===== config.mk =====
export PLATFORM = sky130hd
export DESIGN_NAME = led_flash_pattern_controller_unit_flat
export DESIGN_NICKNAME = d
export VERILOG_FILES = /design/src/sv/lfpc_pkg.sv /design/src/sv/lfpc_in_if.sv /design/src/sv/lfpc_out_if.sv /design/src/sv/lfpc_levels.sv /design/src/sv/lfpc_seq.sv /design/src/sv/led_flash_pattern_controller_unit.sv /design/src/flat_wrapper.sv
export VERILOG_INCLUDE_DIRS = /design/src /design/src/sv
export SDC_FILE = /design/constraint.sdc
export NUM_CORES = 1
export LEC_CHECK = 0
export ABC_AREA = 1
export BUFFER_PORTS_ARGS = -buffer_cell sky130_fd_sc_hd__buf_2
export CORE_AREA = 5 5 161 163
export CTS_CLUSTER_SIZE = 28
export DETAILED_ROUTE_END_ITERATION = 10
export DIE_AREA = 0 0 166 168
export MAX_ROUTING_LAYER = met4
export PLACE_DENSITY_LB_ADDON = 0.12
export REMOVE_ABC_BUFFERS = 1
export SKIP_CTS_REPAIR_TIMING = 1
export SLEW_MARGIN = 10
export SYNTH_ARGS = -nofsm -noshare
export SYNTH_HDL_FRONTEND = slang
export SYNTH_SLANG_ARGS = --single-unit

===== constraint.sdc =====
create_clock -name clk -period 4.65 [get_ports clk]
set_input_delay 0.2325 -clock clk [delete_from_list [all_inputs] [get_ports clk]]
set_output_delay 0.2325 -clock clk [all_outputs]
set_load 0.05 [all_outputs]

===== src/sv/led_flash_pattern_controller_unit_macros.svh =====
// ----------------------------------------------------------------------------
// Assertion macros for the LED flash pattern controller
// Concurrent assertion wrappers that compile away when SYNTH is defined.
// ----------------------------------------------------------------------------
`ifndef LED_FLASH_PATTERN_CONTROLLER_UNIT_MACROS_SVH
`define LED_FLASH_PATTERN_CONTROLLER_UNIT_MACROS_SVH

`ifndef SYNTH
`define LFPC_ASSERT_SAME(lbl, clk, rst_n, ante, cons, msg) \
  lbl: assert property (@(posedge clk) disable iff (!rst_n) (ante) |-> (cons)) \
    else $error(msg);
`define LFPC_ASSERT_NEXT(lbl, clk, rst_n, ante, cons, msg) \
  lbl: assert property (@(posedge clk) disable iff (!rst_n) (ante) |=> (cons)) \
    else $error(msg);
`else
`define LFPC_ASSERT_SAME(lbl, clk, rst_n, ante, cons, msg)
`define LFPC_ASSERT_NEXT(lbl, clk, rst_n, ante, cons, msg)
`endif

`endif


===== src/sv/lfpc_pkg.sv =====
// ----------------------------------------------------------------------------
// LED flash pattern controller package
// Codes, item types and scaling constants shared by the controller files.
// ----------------------------------------------------------------------------
package lfpc_pkg;

  localparam int TS_W    = 32;
  localparam int COLOR_W = 3;
  localparam int CMD_W   = 2;
  localparam int PHASE_W = 3;
  localparam int LEVEL_W = 8;

  localparam logic [CMD_W-1:0] CMD_TICK = 2'd0;
  localparam logic [CMD_W-1:0] CMD_SET  = 2'd1;
  localparam logic [CMD_W-1:0] CMD_ONCE = 2'd2;
  localparam logic [CMD_W-1:0] CMD_CONT = 2'd3;

  localparam logic [COLOR_W-1:0] COLOR_OFF    = 3'd0;
  localparam logic [COLOR_W-1:0] COLOR_RED    = 3'd1;
  localparam logic [COLOR_W-1:0] COLOR_GREEN  = 3'd2;
  localparam logic [COLOR_W-1:0] COLOR_BLUE   = 3'd3;
  localparam logic [COLOR_W-1:0] COLOR_WHITE  = 3'd4;
  localparam logic [COLOR_W-1:0] COLOR_YELLOW = 3'd5;

  localparam logic [PHASE_W-1:0] PH_STEADY = 3'd0;
  localparam logic [PHASE_W-1:0] PH_ONCE_1 = 3'd1;
  localparam logic [PHASE_W-1:0] PH_ONCE_2 = 3'd2;
  localparam logic [PHASE_W-1:0] PH_ONCE_3 = 3'd3;
  localparam logic [PHASE_W-1:0] PH_ONCE_4 = 3'd4;
  localparam logic [PHASE_W-1:0] PH_CONT_1 = 3'd5;
  localparam logic [PHASE_W-1:0] PH_CONT_2 = 3'd6;

  localparam logic REG_INTERVAL   = 1'b0;
  localparam logic REG_BRIGHTNESS = 1'b1;

  localparam logic [TS_W-1:0]    INTERVAL_RST   = 32'd200;
  localparam logic [LEVEL_W-1:0] BRIGHTNESS_RST = 8'd64;

  // Fixed-point reciprocal scaling: floor(B * K / 2^SCALE_SH) matches the
  // decimal floor for every 8-bit brightness.
  localparam int SCALE_SH = 20;
  localparam int PROD_W   = LEVEL_W + SCALE_SH;
  localparam logic [PROD_W-1:0] RED_R_K = 28'd1019216;
  localparam logic [PROD_W-1:0] RED_G_K = 28'd743441;

  typedef struct packed {
    logic [CMD_W-1:0]   command;
    logic [COLOR_W-1:0] first_color;
    logic [COLOR_W-1:0] second_color;
    logic [TS_W-1:0]    timestamp;
  } item_t;

  typedef struct packed {
    logic [COLOR_W-1:0] shown_color;
    logic [PHASE_W-1:0] phase;
  } view_t;

  typedef struct packed {
    logic [LEVEL_W-1:0] red;
    logic [LEVEL_W-1:0] green;
    logic [LEVEL_W-1:0] blue;
  } levels_t;

  function automatic logic color_known(input logic [COLOR_W-1:0] code);
    return code <= COLOR_YELLOW;
  endfunction

endpackage


===== src/sv/lfpc_in_if.sv =====
// ----------------------------------------------------------------------------
// Command channel interface
// Valid/ready channel carrying one command item per transfer.
// ----------------------------------------------------------------------------
interface lfpc_in_if;
  logic        valid;
  logic        ready;
  logic [1:0]  command;
  logic [2:0]  first_color;
  logic [2:0]  second_color;
  logic [31:0] timestamp;

  modport source (output valid, command, first_color, second_color, timestamp,
                  input ready);
  modport sink (input valid, command, first_color, second_color, timestamp,
                output ready);
endinterface


===== src/sv/lfpc_out_if.sv =====
// ----------------------------------------------------------------------------
// Level channel interface
// Valid/ready channel carrying one RGB level set and phase per transfer.
// ----------------------------------------------------------------------------
interface lfpc_out_if;
  logic       valid;
  logic       ready;
  logic [7:0] red_level;
  logic [7:0] green_level;
  logic [7:0] blue_level;
  logic [2:0] pattern_phase;

  modport source (output valid, red_level, green_level, blue_level, pattern_phase,
                  input ready);
  modport sink (input valid, red_level, green_level, blue_level, pattern_phase,
                output ready);
endinterface


===== src/sv/lfpc_levels.sv =====
// ----------------------------------------------------------------------------
// Color level table
// Maps a color code and brightness to red, green and blue levels.
// ----------------------------------------------------------------------------
module lfpc_levels (
  input  logic [lfpc_pkg::COLOR_W-1:0] code,
  input  logic [lfpc_pkg::LEVEL_W-1:0] brightness,
  output lfpc_pkg::levels_t            levels
);
  import lfpc_pkg::*;

  logic [PROD_W-1:0] red_r_prod;
  logic [PROD_W-1:0] red_g_prod;

  assign red_r_prod = {{SCALE_SH{1'b0}}, brightness} * RED_R_K;
  assign red_g_prod = {{SCALE_SH{1'b0}}, brightness} * RED_G_K;

  always_comb begin
    levels = '0;
    case (code)
      COLOR_RED: begin
        levels.red   = red_r_prod[PROD_W-1:SCALE_SH];
        levels.green = red_g_prod[PROD_W-1:SCALE_SH];
      end
      COLOR_GREEN: begin
        levels.green = brightness;
      end
      COLOR_BLUE: begin
        levels.blue = brightness;
      end
      COLOR_WHITE: begin
        levels.red   = brightness;
        levels.green = brightness;
        levels.blue  = brightness;
      end
      COLOR_YELLOW: begin
        levels.red   = brightness;
        levels.green = brightness;
      end
      default: begin
        levels = '0;
      end
    endcase
  end

endmodule


===== src/sv/lfpc_seq.sv =====
// ----------------------------------------------------------------------------
// Flash pattern sequencer
// Holds the pattern state and applies one command and timer check per step.
// ----------------------------------------------------------------------------
`include "led_flash_pattern_controller_unit_macros.svh"

module lfpc_seq (
  input  logic                      clk,
  input  logic                      rst_n,
  input  logic                      step,
  input  lfpc_pkg::item_t           item,
  input  logic [lfpc_pkg::TS_W-1:0] interval,
  output lfpc_pkg::view_t           view
);
  import lfpc_pkg::*;

  logic [PHASE_W-1:0] phase_r, phase_nxt;
  logic [COLOR_W-1:0] steady_r, steady_nxt;
  logic [COLOR_W-1:0] first_r, first_nxt;
  logic [COLOR_W-1:0] second_r, second_nxt;
  logic [COLOR_W-1:0] shown_r, shown_nxt;
  logic [TS_W-1:0]    start_r, start_nxt;
  logic [TS_W-1:0]    elapsed;
  logic               due;

  always_comb begin
    phase_nxt  = phase_r;
    steady_nxt = steady_r;
    first_nxt  = first_r;
    second_nxt = second_r;
    shown_nxt  = shown_r;
    start_nxt  = start_r;

    case (item.command)
      CMD_SET: begin
        steady_nxt = item.first_color;
        phase_nxt  = PH_STEADY;
        if (color_known(item.first_color)) shown_nxt = item.first_color;
      end
      CMD_ONCE, CMD_CONT: begin
        first_nxt  = item.first_color;
        second_nxt = item.second_color;
        phase_nxt  = (item.command == CMD_ONCE) ? PH_ONCE_1 : PH_CONT_1;
        if (color_known(item.first_color)) shown_nxt = item.first_color;
        start_nxt  = item.timestamp;
      end
      default: begin
      end
    endcase

    elapsed = item.timestamp - start_nxt;
    due     = elapsed > interval;

    if (due) begin
      case (phase_nxt)
        PH_ONCE_1, PH_ONCE_3, PH_CONT_1: begin
          phase_nxt = (phase_nxt == PH_CONT_1) ? PH_CONT_2 : phase_nxt + 3'd1;
          if (color_known(second_nxt)) shown_nxt = second_nxt;
          start_nxt = item.timestamp;
        end
        PH_ONCE_2, PH_CONT_2: begin
          phase_nxt = (phase_nxt == PH_CONT_2) ? PH_CONT_1 : PH_ONCE_3;
          if (color_known(first_nxt)) shown_nxt = first_nxt;
          start_nxt = item.timestamp;
        end
        PH_ONCE_4: begin
          phase_nxt = PH_STEADY;
          if (color_known(steady_nxt)) shown_nxt = steady_nxt;
        end
        default: begin
        end
      endcase
    end
  end

  always_ff @(posedge clk) begin
    if (!rst_n) begin
      phase_r  <= PH_STEADY;
      steady_r <= COLOR_OFF;
      first_r  <= COLOR_OFF;
      second_r <= COLOR_OFF;
      shown_r  <= COLOR_OFF;
      start_r  <= '0;
    end else if (step) begin
      phase_r  <= phase_nxt;
      steady_r <= steady_nxt;
      first_r  <= first_nxt;
      second_r <= second_nxt;
      shown_r  <= shown_nxt;
      start_r  <= start_nxt;
    end
  end

  assign view.shown_color = shown_nxt;
  assign view.phase       = phase_nxt;

  `LFPC_ASSERT_NEXT(a_once_starts, clk, rst_n, step && item.command == CMD_ONCE,
                    phase_r == PH_ONCE_1, "flash once did not start in its first phase")
  `LFPC_ASSERT_NEXT(a_cont_starts, clk, rst_n, step && item.command == CMD_CONT,
                    phase_r == PH_CONT_1, "continuous flash did not start in its first phase")
  `LFPC_ASSERT_NEXT(a_flash_stamp, clk, rst_n,
                    step && (item.command == CMD_ONCE || item.command == CMD_CONT),
                    start_r == $past(item.timestamp), "flash start time not captured")
  `LFPC_ASSERT_NEXT(a_set_steady, clk, rst_n, step && item.command == CMD_SET,
                    phase_r == PH_STEADY && steady_r == $past(item.first_color),
                    "set color did not return to steady")

endmodule


===== src/sv/led_flash_pattern_controller_unit.sv =====
// ----------------------------------------------------------------------------
// LED flash pattern controller
// Turns timestamped color and flash commands into RGB levels and a phase.
//
//   Channel   Role    Transfer contents
//   in_ch     sink    command, first_color, second_color, timestamp
//   out_ch    source  red_level, green_level, blue_level, pattern_phase
//   cfg_*     write   index 0 phase interval, index 1 brightness
//
// One item per cycle sustained while the result is not stalled. An input
// transfer loads the input register; the result register loads from it when
// the item fires. The pattern state updates with each fired item.
// Reset is synchronous; no clearing pass.
// A stalled result holds the item in the input register, and input ready
// drops only when both registers are full.
// ----------------------------------------------------------------------------
module led_flash_pattern_controller_unit (
  input  logic        clk,
  input  logic        rst_n,
  lfpc_in_if.sink     in_ch,
  lfpc_out_if.source  out_ch,
  input  logic        cfg_we,
  input  logic        cfg_index,
  input  logic [31:0] cfg_data
);
  import lfpc_pkg::*;

  logic [TS_W-1:0]    interval_r;
  logic [LEVEL_W-1:0] brightness_r;
  logic               in_valid_r;
  item_t              item_r;
  logic               out_valid_r;
  levels_t            levels_r;
  logic [PHASE_W-1:0] phase_out_r;
  logic               fire;
  view_t              view;
  levels_t            levels;

  assign fire        = in_valid_r && (!out_valid_r || out_ch.ready);
  assign in_ch.ready = !in_valid_r || fire;

  always_ff @(posedge clk) begin
    if (!rst_n) begin
      interval_r   <= INTERVAL_RST;
      brightness_r <= BRIGHTNESS_RST;
    end else if (cfg_we) begin
      case (cfg_index)
        REG_INTERVAL:   interval_r   <= cfg_data;
        REG_BRIGHTNESS: brightness_r <= cfg_data[LEVEL_W-1:0];
        default: begin
        end
      endcase
    end
  end

  always_ff @(posedge clk) begin
    if (!rst_n) begin
      in_valid_r <= 1'b0;
    end else if (in_ch.ready) begin
      in_valid_r <= in_ch.valid;
    end
  end

  always_ff @(posedge clk) begin
    if (in_ch.ready && in_ch.valid) begin
      item_r.command      <= in_ch.command;
      item_r.first_color  <= in_ch.first_color;
      item_r.second_color <= in_ch.second_color;
      item_r.timestamp    <= in_ch.timestamp;
    end
  end

  lfpc_seq u_seq (
    .clk      (clk),
    .rst_n    (rst_n),
    .step     (fire),
    .item     (item_r),
    .interval (interval_r),
    .view     (view)
  );

  lfpc_levels u_levels (
    .code       (view.shown_color),
    .brightness (brightness_r),
    .levels     (levels)
  );

  always_ff @(posedge clk) begin
    if (!rst_n) begin
      out_valid_r <= 1'b0;
    end else if (fire) begin
      out_valid_r <= 1'b1;
    end else if (out_ch.ready) begin
      out_valid_r <= 1'b0;
    end
  end

  always_ff @(posedge clk) begin
    if (fire) begin
      levels_r    <= levels;
      phase_out_r <= view.phase;
    end
  end

  assign out_ch.valid         = out_valid_r;
  assign out_ch.red_level     = levels_r.red;
  assign out_ch.green_level   = levels_r.green;
  assign out_ch.blue_level    = levels_r.blue;
  assign out_ch.pattern_phase = phase_out_r;

endmodule

===== src/flat_wrapper.sv =====
// flat-port wrapper written by rule: the top's interface ports become plain ports
module led_flash_pattern_controller_unit_flat import lfpc_pkg::*;
  (clk, rst_n, cfg_we, cfg_index, cfg_data, in_ch_valid, in_ch_command, in_ch_first_color, in_ch_second_color, in_ch_timestamp, in_ch_ready, out_ch_valid, out_ch_red_level, out_ch_green_level, out_ch_blue_level, out_ch_pattern_phase, out_ch_ready);
  lfpc_in_if in_ch_i ();
  lfpc_out_if out_ch_i ();
  input  logic clk;
  input  logic rst_n;
  input  logic cfg_we;
  input  logic cfg_index;
  input  logic [31:0] cfg_data;
  input wire logic [$bits(in_ch_i.valid)-1:0] in_ch_valid;
  input wire logic [$bits(in_ch_i.command)-1:0] in_ch_command;
  input wire logic [$bits(in_ch_i.first_color)-1:0] in_ch_first_color;
  input wire logic [$bits(in_ch_i.second_color)-1:0] in_ch_second_color;
  input wire logic [$bits(in_ch_i.timestamp)-1:0] in_ch_timestamp;
  output wire logic [$bits(in_ch_i.ready)-1:0] in_ch_ready;
  output wire logic [$bits(out_ch_i.valid)-1:0] out_ch_valid;
  output wire logic [$bits(out_ch_i.red_level)-1:0] out_ch_red_level;
  output wire logic [$bits(out_ch_i.green_level)-1:0] out_ch_green_level;
  output wire logic [$bits(out_ch_i.blue_level)-1:0] out_ch_blue_level;
  output wire logic [$bits(out_ch_i.pattern_phase)-1:0] out_ch_pattern_phase;
  input wire logic [$bits(out_ch_i.ready)-1:0] out_ch_ready;
  assign in_ch_i.valid = in_ch_valid;
  assign in_ch_i.command = in_ch_command;
  assign in_ch_i.first_color = in_ch_first_color;
  assign in_ch_i.second_color = in_ch_second_color;
  assign in_ch_i.timestamp = in_ch_timestamp;
  assign in_ch_ready = in_ch_i.ready;
  assign out_ch_valid = out_ch_i.valid;
  assign out_ch_red_level = out_ch_i.red_level;
  assign out_ch_green_level = out_ch_i.green_level;
  assign out_ch_blue_level = out_ch_i.blue_level;
  assign out_ch_pattern_phase = out_ch_i.pattern_phase;
  assign out_ch_i.ready = out_ch_ready;
  led_flash_pattern_controller_unit u_core (.clk(clk), .rst_n(rst_n), .in_ch(in_ch_i), .out_ch(out_ch_i), .cfg_we(cfg_we), .cfg_index(cfg_index), .cfg_data(cfg_data));
endmodule

==> impl_results.md, run 1 <==
* Fin Clk Skew at ~0.016 ns
* Max Root-Sink Buffers at 2
* Final worst slack at between 0.2 and 0.25 ns
* Fraction of layout instances using a drive strength above 1 at between 10% and 20%
* Instance count on the critical path at 29
* Largest net degree at the start of global routing at 60
* Worst path bufs/invs at 5
* H-tree depth at 4
* Max Clock Freq at about 230 MHz
* CTS sink cnt at approximately 160
* Finished Layout Cells at 2,282
* Pleak at 7.66 nW
* Final core occ at about two thirds
* Ports at ~110
* CP max stage cell: edfxtp_1
* Final setup vio count at 0
* Min-delay worst type: input pin to flip-flop
* DP Area at roughly 14,000 um^2
* Post-synth ARST share at 0%
* CTS tree: done
* DRT Wirelength at ~38,000 um
* Via/cell ratio at 5.37
* Post-route cell area at around 16,000 um^2
* Vias in the first global route at around 11,000
* Commonest cells after routing, fill and taps aside: 384 x nand2_1, 276 x inv_1, 159 x a21oi_1, 155 x ha_1, 106 x buf_2
* Headroom to the max-slew limit at approximately 44%
* Slew Limit Fails at 0
* Crit path max-delay family: simple AND/OR/NAND/NOR gates
* Final Hold Fails at 0
* Seq/Total Area, Yosys at around 28%
* Least-Margin Pin Slew at ~0.84 ns
* Prevailing post-synth register cell: dfxtp_1
* Worst Path Max Fanout at 30
* Minimum clock period at 4.42 ns
* Drt pass-1 iters at 5
* First-pass GRT wire length at slightly below 60,000 um
* Global route overflow at 0
* Clock Latency Late Sink at between 0.4 and 0.5 ns
* Final setup TNS at 0 ns
* Number of CTS-inserted buffers at 17
* Routed WL per cell at approximately 17 um
* Worst reg2reg path endpoint: u_core.out_ch.blue_level[1]
* Crit path largest cell delay at 0.40 ns
* Final layout net count at ~2,200
* Yosys warning count at 0
* Placed cell count at 2,200
* CP required at ~4.9 ns
* Most common cell after layout, fill and taps aside: nand2_1
* DR iter-0 viols at 1,148
* Worst Hold Slack at around 0.07 ns
* Drt drc at 0
* Buffers on Ports at 106
* Cells after synthesis at approximately 1,800
* Worst setup path startpoint: u_core.item_r[39]
* Worst reg2reg path depth at 29
* Clock slew at reported path FFs at approximately 0.07 ns
* Via count at approximately 12,000
* Total power at ~6 mW
* Mean Syn Cell Area at around 7.5 um^2
* Starting Density at 55.2%
* FF+latch count, synth at between 150 and 200
* PwrDens at roughly 380 nW/um^2
* Worst R2R Start: u_core.item_r[39]
* DIE HEIGHT at 168 um
* Pre-CTS setup slack at roughly 0.11 ns
* Critical Path AT at roughly 4.7 ns
* Dpl hpwl at between 20,000 and 30,000 um
* Syn Std Cell Area at ~13,000 um^2
* Worst Setup Start Kind: flip-flop
* Die ar. at about 28,000 um^2
* Initial antenna violation count at 0
* Row count at 57
* Crit share post-route at 95.1%
* Crit Path Class: flip-flop to flip-flop
* FF-to-FF setup slack at about 0.23 ns
* Placer Congestion at 0.923
* Die Width at 166 um
* Core ar. at approximately 24,000 um^2
* Root Driver: clkbuf_16
* Most used cell, CP: nand2_1
* Max cap viols at 0
* Yosys cell types at 49
* Worst setup EP type: flip-flop
* ANT cells at 0
* Total GRT Usage at about a quarter
* Post-DRT Antenna Nets at 0
* Outcome: finished clean
* Maximum vdd drop at around 0.22 mV
* EDFF count, synth at 67
* Area grow syn2layout at 19.3%
* End of the critical path: u_core.out_ch.blue_level[1]
[final cells by class]
cell class	count	area, um^2
Multi-Input combinational cell	1290	8700
Fill cell	2087	8260
Sequential cell	156	3790
Timing Repair Buffer	191	1330
Inverter	289	1090
Clock buffer	20	437
Tap cell	324	405
Clock inverter	12	161
[flip-flops by register name, summed over array words and instances (netlist names)]
name	count
u_core.u_seq.start_r	32
u_core.out_ch.blue_level	8
u_core.item_r	40
u_core.out_ch.pattern_phase	3
u_core.out_ch.red_level	8
u_core.u_seq.shown_r	3
u_core.in_valid_r	1
u_core.u_seq.phase_r	3
u_core.brightness_r	8
u_core.out_ch.valid	1
u_core.out_ch.green_level	8
u_core.u_seq.steady_r	3
u_core.u_seq.first_r	3
u_core.interval_r	32
u_core.u_seq.second_r	3
[power breakdown]
group / switching (mW) / total, mW / internal [mW]
registers: 0.0662 / 1.63 / 1.57
logic: 1.86 / 2.92 / 1.05
clock network: 0.600 / 1.45 / 0.854
[how the worst min path moves through the flow]
stage,cells past startpoint,slack [ns],from,end
floorplan,1,0.33,rst_n,u_core.interval_r[3]
global placement,1,0.41,in_ch_timestamp[29],u_core.item_r[29]
detailed placement,1,0.41,in_ch_timestamp[11],u_core.item_r[11]
CTS,1,-0.04,in_ch_second_color[0],u_core.item_r[32]
global route,3,0.06,cfg_data[7],u_core.interval_r[7]
finish,3,0.07,cfg_data[7],u_core.interval_r[7]
[worst min-delay path, cell delays in order]
cell and delay [ns]:
buf_2 0.10, nand2_1 0.05, o211ai_1 0.07
[cells by family after synthesis]
logic type	after synthesis	share of synthesized area, %
AND/OR/NAND/NOR	650	20.7
buffers and inverters	328	9.45
adder cells (fa/ha/maj)	214	22.7
AO/OA/AOI/OAI	388	16.2
flip-flops	156	28.4
XOR/XNOR	38	2.50
[per-layer routing]
| metal | wire [um] | GRT usage, % | vias up | share of wire [%] |
|---|---|---|---|---|
| li1 | - | - | 6215 | - |
| met1 | 18400 | 38.4 | 5645 | 49 |
| met2 | 16500 | 39.7 | 347 | 44 |
| met3 | 2210 | 4.53 | 37 | 5.9 |
| met4 | 568 | 4.48 | 0 | 1.5 |
| met5 | 0 | - | - | 0 |
[synthesized netlist by cell type, drive strengths merged, types with 11 or more instances]
cell	count	area share (%)
xor2	25	1.6
dfxtp	89	13
nand4	19	0.89
clkbuf	27	0.76
nor3	14	0.53
nand2	405	12
nor2	114	3.4
edfxtp	67	15
a31oi	11	0.52
fa	47	7.1
nand3	85	3.3
inv	286	8.1
o21ai	138	5.3
xnor2	13	0.85
buf	12	0.53
ha	167	16
a21oi	178	6.9
Note: power is estimated with default switching activity, not from simulation.
==> run 2, diff against run 1 <==
--- a/config.mk
+++ b/config.mk
@@ -8,12 +8,13 @@
 export LEC_CHECK = 0
 export ABC_AREA = 1
 export BUFFER_PORTS_ARGS = -buffer_cell sky130_fd_sc_hd__buf_2
-export CORE_AREA = 5 5 161 163
+export CORE_AREA = 5 5 159 161
+export CTS_BUF_LIST = sky130_fd_sc_hd__clkbuf_4 sky130_fd_sc_hd__clkbuf_8
 export CTS_CLUSTER_SIZE = 28
 export DETAILED_ROUTE_END_ITERATION = 10
-export DIE_AREA = 0 0 166 168
+export DIE_AREA = 0 0 164 166
 export MAX_ROUTING_LAYER = met4
-export PLACE_DENSITY_LB_ADDON = 0.12
+export PLACE_DENSITY = 0.8
 export REMOVE_ABC_BUFFERS = 1
 export SKIP_CTS_REPAIR_TIMING = 1
 export SLEW_MARGIN = 10
==> run 2 against run 1 <==
  * Utilization is 1.4 points higher
  * Worst setup slack worse by 0.086 ns
  * Flip-flop and latch count is the same
  * Cell area up 0.67%
  * Clock power shrank 6%
  * Non-clock buffer count rose by 5
  * Final cell count increased by 0.26%
  * Critical endpoint is now u_core.out_ch.green_level[6]
==> impl_results.md, run 2 (synthesized netlist as in run 1, its figures left out) <==
* H-tree depth at 4 (unchanged)
* Worst Path Max Fanout at 7 (-77%)
* Global route overflow at 0 (unchanged)
* CTS sink cnt at 156 (unchanged)
* Via count at 12,742 (+4.1%)
* PwrDens at 375 nW/um^2 (-0.63%)
* Worst Hold Slack at 0.0372 ns (-0.0344 ns)
* Final setup vio count at 0 (unchanged)
* Headroom to the max-slew limit at 26.3% (-17 points)
* Fraction of layout instances using a drive strength above 1 at 17.1% (+1.6 points)
* DIE HEIGHT at 166 um (-1.2%)
* Worst setup EP type: flip-flop
* Min-delay worst type: input pin to flip-flop
* CP required at 4.90 ns (-0.02 ns)
* Max Root-Sink Buffers at 2 (unchanged)
* Core ar. at 23,800 um^2 (-1.5%)
* Drt drc at 0 (unchanged)
* Via/cell ratio at 5.57 (+3.8%)
* Total GRT Usage at 27.8% (+1.3 points)
* Largest Register: u_core.item_r
* Initial antenna violation count at 0 (unchanged)
* Max Clock Freq at 222 MHz (-1.9%)
* Fillers at 1,937 (-7.2%)
* DR iter-0 viols at 971 (-15%)
* Final core occ at 67.3% (+1.4 points)
* Max reg flops at 40 (unchanged)
* Buffers on Ports at 106 (unchanged)
* Fin Clk Skew at 0.0174 ns (+0.00150 ns)
* Worst Setup Start Kind: flip-flop
* DRT Wirelength at 39,000 um (+3.5%)
* Final Hold Fails at 0 (unchanged)
* First-pass GRT wire length at 59,500 um (+1.6%)
* Root Driver: clkbuf_8
* Biggest regs: u_core.item_r: 40 flops, u_core.interval_r: 32 flops, u_core.u_seq.start_r: 32 flops
* Least-Margin Pin Slew at 1.11 ns (+0.262 ns)
* Clock Latency Late Sink at 0.47 ns (+0.04 ns)
* ANT cells at 0 (unchanged)
* Dpl hpwl at 29,000 um (about the same)
* Clock slew at reported path FFs at 0.10 ns (+0.03 ns)
* Cell breakdown of the critical path: ha_2 -> inv_1 -> fa_1 -> inv_1 -> fa_1 -> inv_1 -> fa_1 -> ha_1 -> a21o_1 -> a21boi_0 -> buf_4 -> nor2_1 -> a211oi_1 -> nand3_1 -> or2_2 -> nand4_1 -> nand2_1
* Pleak at 7.69 nW (+0.38%)
* Post-DRT Antenna Nets at 0 (unchanged)
* CTS tree: done
* Die Width at 164 um (-1.2%)
* WHS Path Cells at 3 (unchanged)
* Final worst slack at 0.140 ns (-0.0863 ns)
* Critical Path AT at 4.76 ns (+0.07 ns)
* Commonest cells after routing, fill and taps aside: 384 x nand2_1, 275 x inv_1, 154 x a21oi_1, 152 x ha_1, 106 x buf_2
* Minimum clock period at 4.51 ns (+0.0863 ns)
* Crit Path Class: flip-flop to flip-flop
* Max cap viols at 0 (unchanged)
* Placer Congestion at 1.02 (+11%)
* Crit share post-route at 97.0% (+1.9 points)
* Most common cell after layout, fill and taps aside: nand2_1
* Largest net degree at the start of global routing at 63 (+5.0%)
* Final layout net count at 2,243 (+0.27%)
* Starting Density at 56.0% (+0.83 points)
* Vias in the first global route at 12,064 (+6.7%)
* Outcome: finished clean
* Number of CTS-inserted buffers at 17 (unchanged)
* Area grow syn2layout at 20.1%
* Crit path largest cell delay at 0.55 ns (+0.15 ns)
* Routed WL per cell at 17.1 um (+3.3%)
* Maximum vdd drop at 0.291 mV (+31%)
* Row count at 57 (unchanged)
* Die ar. at 27,200 um^2 (-2.4%)
* Total power at 6.01 mW (about the same)
* Slew Limit Fails at 0 (unchanged)
* Pre-CTS setup slack at 0.0433 ns (-0.0632 ns)
* Drt pass-1 iters at 8 (+3)
* Ports at 107 (unchanged)
* CP max stage cell: fa_1
* Worst reg2reg path depth at 17 (-41%)
-- run 2: changes by cell type in the layout (fill, tap and decap cells not counted), moves of 4 or more --
cell / previous run / this run
a21oi_1: 159 / 154
a21oi_2: 15 / 23
buf_6: 2 / 6
bufinv_16: 3 / 8
clkbuf_16: 18 / 3
clkbuf_4: 0 / 4
clkbuf_8: 0 / 17
o21ai_0: 102 / 95
-- run 2: path summary, 6_finish.rpt --
check	slack, ns	to	start
min	0.04	u_core.interval_r[6]	cfg_data[6]
min reg2reg	0.47	u_core.interval_r[1]	u_core.interval_r[1]
max reg2reg	0.14	u_core.out_ch.green_level[6]	u_core.brightness_r[7]
max	0.14	u_core.out_ch.green_level[6]	u_core.brightness_r[7]
-- run 2: critical path: cells and delay by family (launching register included) --
kind                     cells  cell delay (ns)
flip-flops                   1             0.44
adder cells (fa/ha/maj)      5             2.24
AND/OR/NAND/NOR              5             0.64
AO/OA/AOI/OAI                3             0.60
buffers and inverters        4             0.37
-- run 2: layer usage --
metal  GRT usage, %  routed length (um)
met3           4.42                2500
met5              -                   0
met1           35.7               16400
met2           45.0               18600
met4           8.97                1460
-- run 2: power breakdown --
group          leakage, nW  internal, mW  switching, mW
Combinational         6.04          1.10           1.91
Clock                0.266         0.829          0.534
Sequential            1.39          1.57         0.0685
-- run 2: cell type report --
| type | instances | area (um^2) | area share (%) |
|---|---|---|---|
| multi-input combinational | 1291 | 8790 | 54.8 |
| sequential | 156 | 3800 | 23.7 |
| timing repair buffer | 196 | 1410 | 8.83 |
| inverter | 289 | 1090 | 6.79 |
| tap | 324 | 405 | 2.53 |
| clock inverter | 11 | 267 | 1.66 |
| clock buffer | 21 | 264 | 1.65 |
-- run 2: through the flow --
step | TNS, ns | instances | cell area, um^2
floorplan | -27.37 | 1735 | 13200
global placement | 0 | 2198 | 14400
detailed placement | 0 | 2198 | 14400
CTS | -0.150 | 2230 | 14900
global route | -1.86 | 2288 | 16000
finish | 0 | 2288 | 16000
